File: src/rtl/core/h2r_pkg.sv
`timescale 1ns / 1ps
`default_nettype none
// ----------------------------------------------------------------------------
// h2r_pkg
// Shared types and constants of the HSV to RGB converter.
// ----------------------------------------------------------------------------
package h2r_pkg;

    localparam int HUE_W  = 15;
    localparam int SV_W   = 9;
    localparam int CH_W   = 8;
    localparam int DIST_W = 12;
    localparam int VS_W   = 2 * SV_W;

    // One 60 degree sector in 1/64 degree units
    localparam logic [HUE_W-1:0] SECTOR_UNITS = 15'd3840;
    localparam logic [HUE_W-1:0] HUE_60       = 15'd3840;
    localparam logic [HUE_W-1:0] HUE_120      = 15'd7680;
    localparam logic [HUE_W-1:0] HUE_180      = 15'd11520;
    localparam logic [HUE_W-1:0] HUE_240      = 15'd15360;
    localparam logic [HUE_W-1:0] HUE_300      = 15'd19200;
    localparam logic [HUE_W-1:0] HUE_360      = 15'd23040;
    localparam logic [HUE_W-1:0] HUE_480      = 15'd30720;

    // Secondary channel clamps at 255 * 15 before the divide by 15
    localparam logic [DIST_W-1:0] XY_MAX   = 12'd3825;
    // ceil(2^19 / 15): exact floor(y / 15) for y below 2^12
    localparam logic [15:0]       RECIP15  = 16'd34953;
    localparam int                RECIP_SH = 19;

    localparam logic [CH_W-1:0]   CH_MAX   = 8'd255;

    typedef enum logic [2:0] {
        SECTOR_RED_YELLOW    = 3'd0,
        SECTOR_YELLOW_GREEN  = 3'd1,
        SECTOR_GREEN_CYAN    = 3'd2,
        SECTOR_CYAN_BLUE     = 3'd3,
        SECTOR_BLUE_MAGENTA  = 3'd4,
        SECTOR_MAGENTA_RED   = 3'd5
    } sector_t;

    typedef struct packed {
        sector_t             sector;
        logic [DIST_W-1:0]   gap;    // |(hue mod 120 deg) - 60 deg|
    } hue_split_t;

endpackage
`default_nettype wire

File: src/rtl/core/h2r_hue_split.sv
`timescale 1ns / 1ps
`default_nettype none
// ----------------------------------------------------------------------------
// h2r_hue_split
// Sector select and distance from the sector pair center for one hue.
// ----------------------------------------------------------------------------
module h2r_hue_split (
    input  wire logic [h2r_pkg::HUE_W-1:0] hue,
    output h2r_pkg::hue_split_t            split
);

    logic [12:0] hue_mod;

    always_comb begin
        // hue modulo 120 degrees; a 15-bit hue stays below five full turns of 120
        if (hue < h2r_pkg::HUE_120) begin
            hue_mod = hue[12:0];
        end else if (hue < h2r_pkg::HUE_240) begin
            hue_mod = 13'(hue - h2r_pkg::HUE_120);
        end else if (hue < h2r_pkg::HUE_360) begin
            hue_mod = 13'(hue - h2r_pkg::HUE_240);
        end else if (hue < h2r_pkg::HUE_480) begin
            hue_mod = 13'(hue - h2r_pkg::HUE_360);
        end else begin
            hue_mod = 13'(hue - h2r_pkg::HUE_480);
        end
    end

    always_comb begin
        if (hue_mod >= h2r_pkg::SECTOR_UNITS[12:0]) begin
            split.gap = h2r_pkg::DIST_W'(hue_mod - h2r_pkg::SECTOR_UNITS[12:0]);
        end else begin
            split.gap = h2r_pkg::DIST_W'(h2r_pkg::SECTOR_UNITS[12:0] - hue_mod);
        end

        // Hue at or past 360 degrees stays in the last sector
        if (hue < h2r_pkg::HUE_60) begin
            split.sector = h2r_pkg::SECTOR_RED_YELLOW;
        end else if (hue < h2r_pkg::HUE_120) begin
            split.sector = h2r_pkg::SECTOR_YELLOW_GREEN;
        end else if (hue < h2r_pkg::HUE_180) begin
            split.sector = h2r_pkg::SECTOR_GREEN_CYAN;
        end else if (hue < h2r_pkg::HUE_240) begin
            split.sector = h2r_pkg::SECTOR_CYAN_BLUE;
        end else if (hue < h2r_pkg::HUE_300) begin
            split.sector = h2r_pkg::SECTOR_BLUE_MAGENTA;
        end else begin
            split.sector = h2r_pkg::SECTOR_MAGENTA_RED;
        end
    end

endmodule
`default_nettype wire

File: src/rtl/core/hsv_to_rgb_converter.sv
// An accepted input beat passes the stage 1 to 4 registers before its result shows on m_*.
// Throughput: one beat per cycle; four register stages each move on when
// the stage after them is empty or advancing, so a stall holds every beat.
// Reset (aresetn low, synchronous) clears all stage valid bits; payload
// registers are not reset.
`timescale 1ns / 1ps
`default_nettype none
// ----------------------------------------------------------------------------
// hsv_to_rgb_converter
// HSV to 8-bit RGB conversion in exact fixed point, four pipeline stages.
// ----------------------------------------------------------------------------
module hsv_to_rgb_converter (
    input  wire logic                       aclk,
    input  wire logic                       aresetn,
    input  wire logic                       s_valid,
    output logic                            s_ready,
    input  wire logic [h2r_pkg::HUE_W-1:0]  s_hue,
    input  wire logic [h2r_pkg::SV_W-1:0]   s_saturation,
    input  wire logic [h2r_pkg::SV_W-1:0]   s_brightness,
    output logic                            m_valid,
    input  wire logic                       m_ready,
    output logic [h2r_pkg::CH_W-1:0]        m_red,
    output logic [h2r_pkg::CH_W-1:0]        m_green,
    output logic [h2r_pkg::CH_W-1:0]        m_blue
);

    // ---------------- stage enables ----------------
    logic s1_valid_reg, s2_valid_reg, s3_valid_reg, s4_valid_reg;
    logic s1_en, s2_en, s3_en, s4_en;

    assign s4_en   = !s4_valid_reg || m_ready;
    assign s3_en   = !s3_valid_reg || s4_en;
    assign s2_en   = !s2_valid_reg || s3_en;
    assign s1_en   = !s1_valid_reg || s2_en;
    assign s_ready = s1_en;

    always_ff @(posedge aclk) begin
        if (!aresetn) begin
            s1_valid_reg <= 1'b0;
            s2_valid_reg <= 1'b0;
            s3_valid_reg <= 1'b0;
            s4_valid_reg <= 1'b0;
        end else begin
            if (s1_en) s1_valid_reg <= s_valid;
            if (s2_en) s2_valid_reg <= s1_valid_reg;
            if (s3_en) s3_valid_reg <= s2_valid_reg;
            if (s4_en) s4_valid_reg <= s3_valid_reg;
        end
    end

    // ---------------- stage 1: chroma product, hue split ----------------
    h2r_pkg::hue_split_t              split;
    logic [h2r_pkg::VS_W-1:0]         s1_vs_reg, s1_vs_next;
    logic [h2r_pkg::DIST_W-1:0]       s1_gap_reg;
    h2r_pkg::sector_t                 s1_sector_reg;
    logic [h2r_pkg::SV_W-1:0]         s1_v_reg;

    h2r_hue_split u_hue_split (
        .hue   (s_hue),
        .split (split)
    );

    assign s1_vs_next = h2r_pkg::VS_W'(s_brightness) * h2r_pkg::VS_W'(s_saturation);

    always_ff @(posedge aclk) begin
        if (s1_en) begin
            s1_vs_reg     <= s1_vs_next;
            s1_gap_reg    <= split.gap;
            s1_sector_reg <= split.sector;
            s1_v_reg      <= s_brightness;
        end
    end

    // ---------------- stage 2: secondary product, offset ----------------
    // px = vs * d, secondary channel sum = v * 256 * 3840 - px
    logic [29:0]              s2_px_reg, s2_px_next;
    logic [28:0]              s2_vk_reg, s2_vk_next;
    logic [16:0]              s2_z_reg, s2_z_next;
    logic [16:0]              v256;
    h2r_pkg::sector_t         s2_sector_reg;
    logic [h2r_pkg::SV_W-1:0] s2_v_reg;

    assign s2_px_next = 30'(s1_vs_reg) * 30'(s1_gap_reg);
    assign s2_vk_next = (29'(s1_v_reg) << 20) - (29'(s1_v_reg) << 16);
    assign v256       = {s1_v_reg, 8'd0};

    // Zero channel sum over 3840: 256 v - vs, floored at zero
    always_comb begin
        if (18'(v256) > s1_vs_reg) begin
            s2_z_next = 17'(18'(v256) - s1_vs_reg);
        end else begin
            s2_z_next = '0;
        end
    end

    always_ff @(posedge aclk) begin
        if (s2_en) begin
            s2_px_reg     <= s2_px_next;
            s2_vk_reg     <= s2_vk_next;
            s2_z_reg      <= s2_z_next;
            s2_sector_reg <= s1_sector_reg;
            s2_v_reg      <= s1_v_reg;
        end
    end

    // ---------------- stage 3: scale by 255 ----------------
    logic [28:0]                s3_xs;
    logic [36:0]                s3_xp;
    logic [12:0]                s3_xy_full;
    logic [h2r_pkg::DIST_W-1:0] s3_xy_reg, s3_xy_next;
    logic [24:0]                s3_zp;
    logic [16:0]                s3_cp;
    logic [h2r_pkg::CH_W-1:0]   s3_zq_reg, s3_zq_next;
    logic [h2r_pkg::CH_W-1:0]   s3_cq_reg, s3_cq_next;
    h2r_pkg::sector_t           s3_sector_reg;

    always_comb begin
        if (30'(s2_vk_reg) > s2_px_reg) begin
            s3_xs = 29'(30'(s2_vk_reg) - s2_px_reg);
        end else begin
            s3_xs = '0;
        end
        s3_xp      = (37'(s3_xs) << 8) - 37'(s3_xs);
        s3_xy_full = s3_xp[36:24];
        // hold the pre-divide value at 255 * 15 so the quotient saturates
        if (s3_xy_full >= 13'(h2r_pkg::XY_MAX)) begin
            s3_xy_next = h2r_pkg::XY_MAX;
        end else begin
            s3_xy_next = s3_xy_full[11:0];
        end

        s3_zp = (25'(s2_z_reg) << 8) - 25'(s2_z_reg);
        if (s3_zp[24]) begin
            s3_zq_next = h2r_pkg::CH_MAX;
        end else begin
            s3_zq_next = s3_zp[23:16];
        end

        s3_cp = (17'(s2_v_reg) << 8) - 17'(s2_v_reg);
        if (s3_cp[16]) begin
            s3_cq_next = h2r_pkg::CH_MAX;
        end else begin
            s3_cq_next = s3_cp[15:8];
        end
    end

    always_ff @(posedge aclk) begin
        if (s3_en) begin
            s3_xy_reg     <= s3_xy_next;
            s3_zq_reg     <= s3_zq_next;
            s3_cq_reg     <= s3_cq_next;
            s3_sector_reg <= s2_sector_reg;
        end
    end

    // ---------------- stage 4: divide by 15, route to channels ----------------
    logic [27:0]              s4_prod;
    logic [h2r_pkg::CH_W-1:0] s4_xq;
    logic [h2r_pkg::CH_W-1:0] red_reg, red_next;
    logic [h2r_pkg::CH_W-1:0] green_reg, green_next;
    logic [h2r_pkg::CH_W-1:0] blue_reg, blue_next;

    assign s4_prod = 28'(s3_xy_reg) * 28'(h2r_pkg::RECIP15);
    assign s4_xq   = s4_prod[h2r_pkg::RECIP_SH +: h2r_pkg::CH_W];

    always_comb begin
        case (s3_sector_reg)
            h2r_pkg::SECTOR_RED_YELLOW: begin
                red_next = s3_cq_reg; green_next = s4_xq;     blue_next = s3_zq_reg;
            end
            h2r_pkg::SECTOR_YELLOW_GREEN: begin
                red_next = s4_xq;     green_next = s3_cq_reg; blue_next = s3_zq_reg;
            end
            h2r_pkg::SECTOR_GREEN_CYAN: begin
                red_next = s3_zq_reg; green_next = s3_cq_reg; blue_next = s4_xq;
            end
            h2r_pkg::SECTOR_CYAN_BLUE: begin
                red_next = s3_zq_reg; green_next = s4_xq;     blue_next = s3_cq_reg;
            end
            h2r_pkg::SECTOR_BLUE_MAGENTA: begin
                red_next = s4_xq;     green_next = s3_zq_reg; blue_next = s3_cq_reg;
            end
            default: begin
                red_next = s3_cq_reg; green_next = s3_zq_reg; blue_next = s4_xq;
            end
        endcase
    end

    always_ff @(posedge aclk) begin
        if (s4_en) begin
            red_reg   <= red_next;
            green_reg <= green_next;
            blue_reg  <= blue_next;
        end
    end

    assign m_valid = s4_valid_reg;
    assign m_red   = red_reg;
    assign m_green = green_reg;
    assign m_blue  = blue_reg;

`ifndef NO_ASSERTIONS
    // A stalled first stage keeps its beat
    assert property (@(posedge aclk) disable iff (!aresetn)
        (s1_valid_reg && !s2_en) |=> (s1_valid_reg && $stable(s1_vs_reg)))
        else $error("stage 1 beat lost during stall");

    // Back-pressure at the input only when every stage is full
    assert property (@(posedge aclk) disable iff (!aresetn)
        !s_ready |-> (s1_valid_reg && s2_valid_reg && s3_valid_reg && s4_valid_reg
                      && !m_ready))
        else $error("input stalled with an empty stage");

    // Pre-divide secondary value never exceeds the saturation point
    assert property (@(posedge aclk) disable iff (!aresetn)
        s3_valid_reg |-> (s3_xy_reg <= h2r_pkg::XY_MAX))
        else $error("secondary value above clamp");

    // Hue distance stays within one sector
    assert property (@(posedge aclk) disable iff (!aresetn)
        s1_valid_reg |-> (s1_gap_reg <= h2r_pkg::SECTOR_UNITS[11:0]))
        else $error("hue distance out of range");
`endif

endmodule
`default_nettype wire

File: config.mk
export PLATFORM = sky130hd
export DESIGN_NAME = hsv_to_rgb_converter
export DESIGN_NICKNAME = d
export VERILOG_FILES = /design/src/rtl/core/h2r_pkg.sv /design/src/rtl/core/h2r_hue_split.sv /design/src/rtl/core/hsv_to_rgb_converter.sv
export SDC_FILE = /design/constraint.sdc
export NUM_CORES = 1
export LEC_CHECK = 0
export BUFFER_PORTS_ARGS = -buffer_cell sky130_fd_sc_hd__buf_2
export CAP_MARGIN = 20
export CORE_UTILIZATION = 35
export DETAILED_ROUTE_END_ITERATION = 10
export HOLD_SLACK_MARGIN = 0.03
export MAX_ROUTING_LAYER = met4
export SYNTH_ARGS = -nofsm -noshare
export SYNTH_HDL_FRONTEND = slang
export SYNTH_SLANG_ARGS = --single-unit
File: constraint.sdc
create_clock -name aclk -period 6.1 [get_ports aclk]
set_input_delay 0.305 -clock aclk [delete_from_list [all_inputs] [get_ports aclk]]
set_output_delay 0.305 -clock aclk [all_outputs]
set_load 0.005 [all_outputs]
==> impl_metrics.toml <==
[finish]
stdcell_count = 3083
fin_nets = 2784
nFillCells = 5892
largest_reg_flops = 30
drive_above_1_share = 0.0762
utilization = 0.388
area_delta_synth_final_pct = 9.48
diodes = 0

[global_route]
grt_pass1_wl_mm = 79.2
gr-total-overflow = 0
grt_start_max_net_pins = 72
grt_pass1_vias = 15743
antenna_found_initial = 0
track_usage = 0.168

[detailed_routing]
wirelength_mm = 48.4
vias = 15447
drtAntennaViolNets = 0
drt_first_pass_iters = 5
via_per_inst = 5.01
drc = 0
drtIter0Drc = 967
routedWlPerCell_um = 15.7

[synthesis]
syn-num-nets = 2732
synth.top_cells.by_count = "378 x inv_1, 301 x nand2_1, 226 x ha_1"
ys_seq_area_frac = 0.245
synth_area_per_cell_sq_um = 9.32
syn_area_sq_um = 20900
synthFlopType = "edfxtp_1"
synth-edff-count = 168
synth.most_common_cell = "inv_1"
ys_seq_elements = 172
synthCells = 2245
synth_top_area_cell = "edfxtp_1"
synth_top_area_frac = 0.241
ys_warn_count = 0
ys_types = 75
async_flop_share = 0
yosys-top-cells-area = "edfxtp_1 24%, fa_1 21%, ha_1 14%, inv_1 6.8%, nand2_1 5.4%"

[setup_path]
crit_arrival_ns = 6.07
end_kind = "flip-flop"
critPathSlowestCell = "fa_1"
cp.required_ns = 6.31
worstPathMaxFanout = 12
critical_path_class = "flip-flop to flip-flop"
cp_top_family = "adder cells"
ff2ff_setup_slack_ns = 0.24
worst-path-buf-inv = 3
rr_startpoint = "s1_gap_reg[4]"
regToRegEndpoint = "s2_px_reg[29]"
cpMostUsedCell = "fa_1"
max_stage_delay_ns = 0.56
path_cells = "buf_4 > nand2_1 > fa_1 > fa_1 > fa_1 > fa_1 > inv_1 > fa_1 > ha_1 > a21oi_1 > o21ai_0 > a21bo_2 > a2111oi_4 > buf_4 > nor2_1 > a211oi_2 > o31ai_1 > a21oi_1 > xnor2_1"
cp-start-kind = "flip-flop"
r2r.worst_path.cells = 19

[run_status]
status = "completed"

[die]
dieHeight_um = 246
fp.dieW_um = 246
row_count = 89
coreArea_sq_um = 59000
io_pins = 63
initial_core_util = 0.354
design.die.area_sq_um = 60700

[hold_path]
holdCritStartpoint = "s_hue[0]"
hold_class = "input pin to flip-flop"
hold_end = "s1_gap_reg[0]"
hold_depth = 1

[cts]
clk_pin_slew_ns = 0.07
tritoncts = "done"
cts_buffers = 17
clock_sinks = 172
cts_hold_buf = 0
clock-root-buffer = "clkbuf_16"
htreeDepth = 4
insertion_delay_ns = 0.46
clock_path_buffers = 2

[placed_design]
placedCellCount = 3046
dp_hpwl_mm = 40.2
place.port_buffers = 62
gp_congestion = 0.925

[timing]
hold_viol_final = 0
period_share = 0.961
min_period_ns = 5.86
max_slew_margin = 0.310
finalSetupViolCount = 0
clock-skew-final_ns = 0.0146
slew_violations = 0
rsz0062_at_grt = "no"
tightest_slew_ns = 1.03
fmax_mhz = 171

[run]
maxCapViolCount = 0
[timing repair]
action	CTS	global route
setup buffers	0	4
endpoints found under the setup margin	2	11
resized for setup	2	10
hold endpoints to repair	0	0
[per-layer routing]
metal | up-vias | share of wire | GRT usage
li1 | 7513 | - | -
met1 | 7572 | 0.46 | 0.209
met2 | 295 | 0.48 | 0.281
met3 | 67 | 0.035 | 0.0210
met4 | 0 | 0.027 | 0.0588
met5 | - | 0 | -
[area by class of cell]
type | instances | area, sq um | area share
multi-input combinational | 1618 | 14100 | 0.617
inverter | 378 | 1420 | 0.0620
timing repair buffer | 110 | 672 | 0.0293
clock inverter | 14 | 156 | 0.00683
sequential | 172 | 5120 | 0.224
tap | 773 | 967 | 0.0422
clock buffer | 18 | 429 | 0.0187
[through the flow]
step	worst slack, ns	hold slack (ns)	instance area, sq um	setup TNS [ns]
final	0.236	0.0780	22900	0
after CTS	0.0596	0.0482	22800	0
after global routing	0.0243	0.0635	22900	0
after floorplan	0.245	0.400	20900	0
after detailed placement	-0.192	0.419	22200	-0.233
after global placement	-0.131	0.403	22200	-0.131
[kinds of logic after synthesis]
logic type               share of synthesized area
AND/OR/NAND/NOR                              0.157
XOR/XNOR                                    0.0498
AO/OA/AOI/OAI                                0.110
flip-flops                                   0.245
multiplexers                               0.00646
adder cells (fa/ha/maj)                      0.350
buffers and inverters                       0.0819
[worst max-delay path by stage]
stage,start,end,slack (ns),cells after the start
2_1_floorplan,s1_gap_reg[4],s2_px_reg[29],0.25,20
3_3_place_gp,s1_gap_reg[8],s2_px_reg[29],-0.13,19
3_5_place_dp,s1_gap_reg[4],s2_px_reg[29],-0.19,19
4_1_cts,s1_gap_reg[4],s2_px_reg[29],0.06,19
5_1_grt,s1_gap_reg[4],s2_px_reg[29],0.02,19
6_report,s1_gap_reg[4],s2_px_reg[29],0.24,19
[placed cells by master (no fill, tap or decap), types with 9 or more instances in the layout]
cell type,instances
buf_2,62
o22ai_1,16
o21bai_1,13
a21o_1,33
edfxtp_1,168
nor2b_1,15
or3_1,15
nor3_1,18
o31ai_1,11
xnor2_1,83
nand3_1,34
clkbuf_16,17
nor4_1,13
nand2_1,300
o21ai_0,70
fa_1,224
a21oi_1,112
nand4_1,16
buf_4,46
nor2_1,93
nand2b_1,21
ha_1,226
and2_1,113
xor2_1,36
mux2i_1,9
inv_1,377
Power is left out: the tool's default activity adds up to more than one toggle a clock period on the data nets, which glitch-free logic cannot reach.
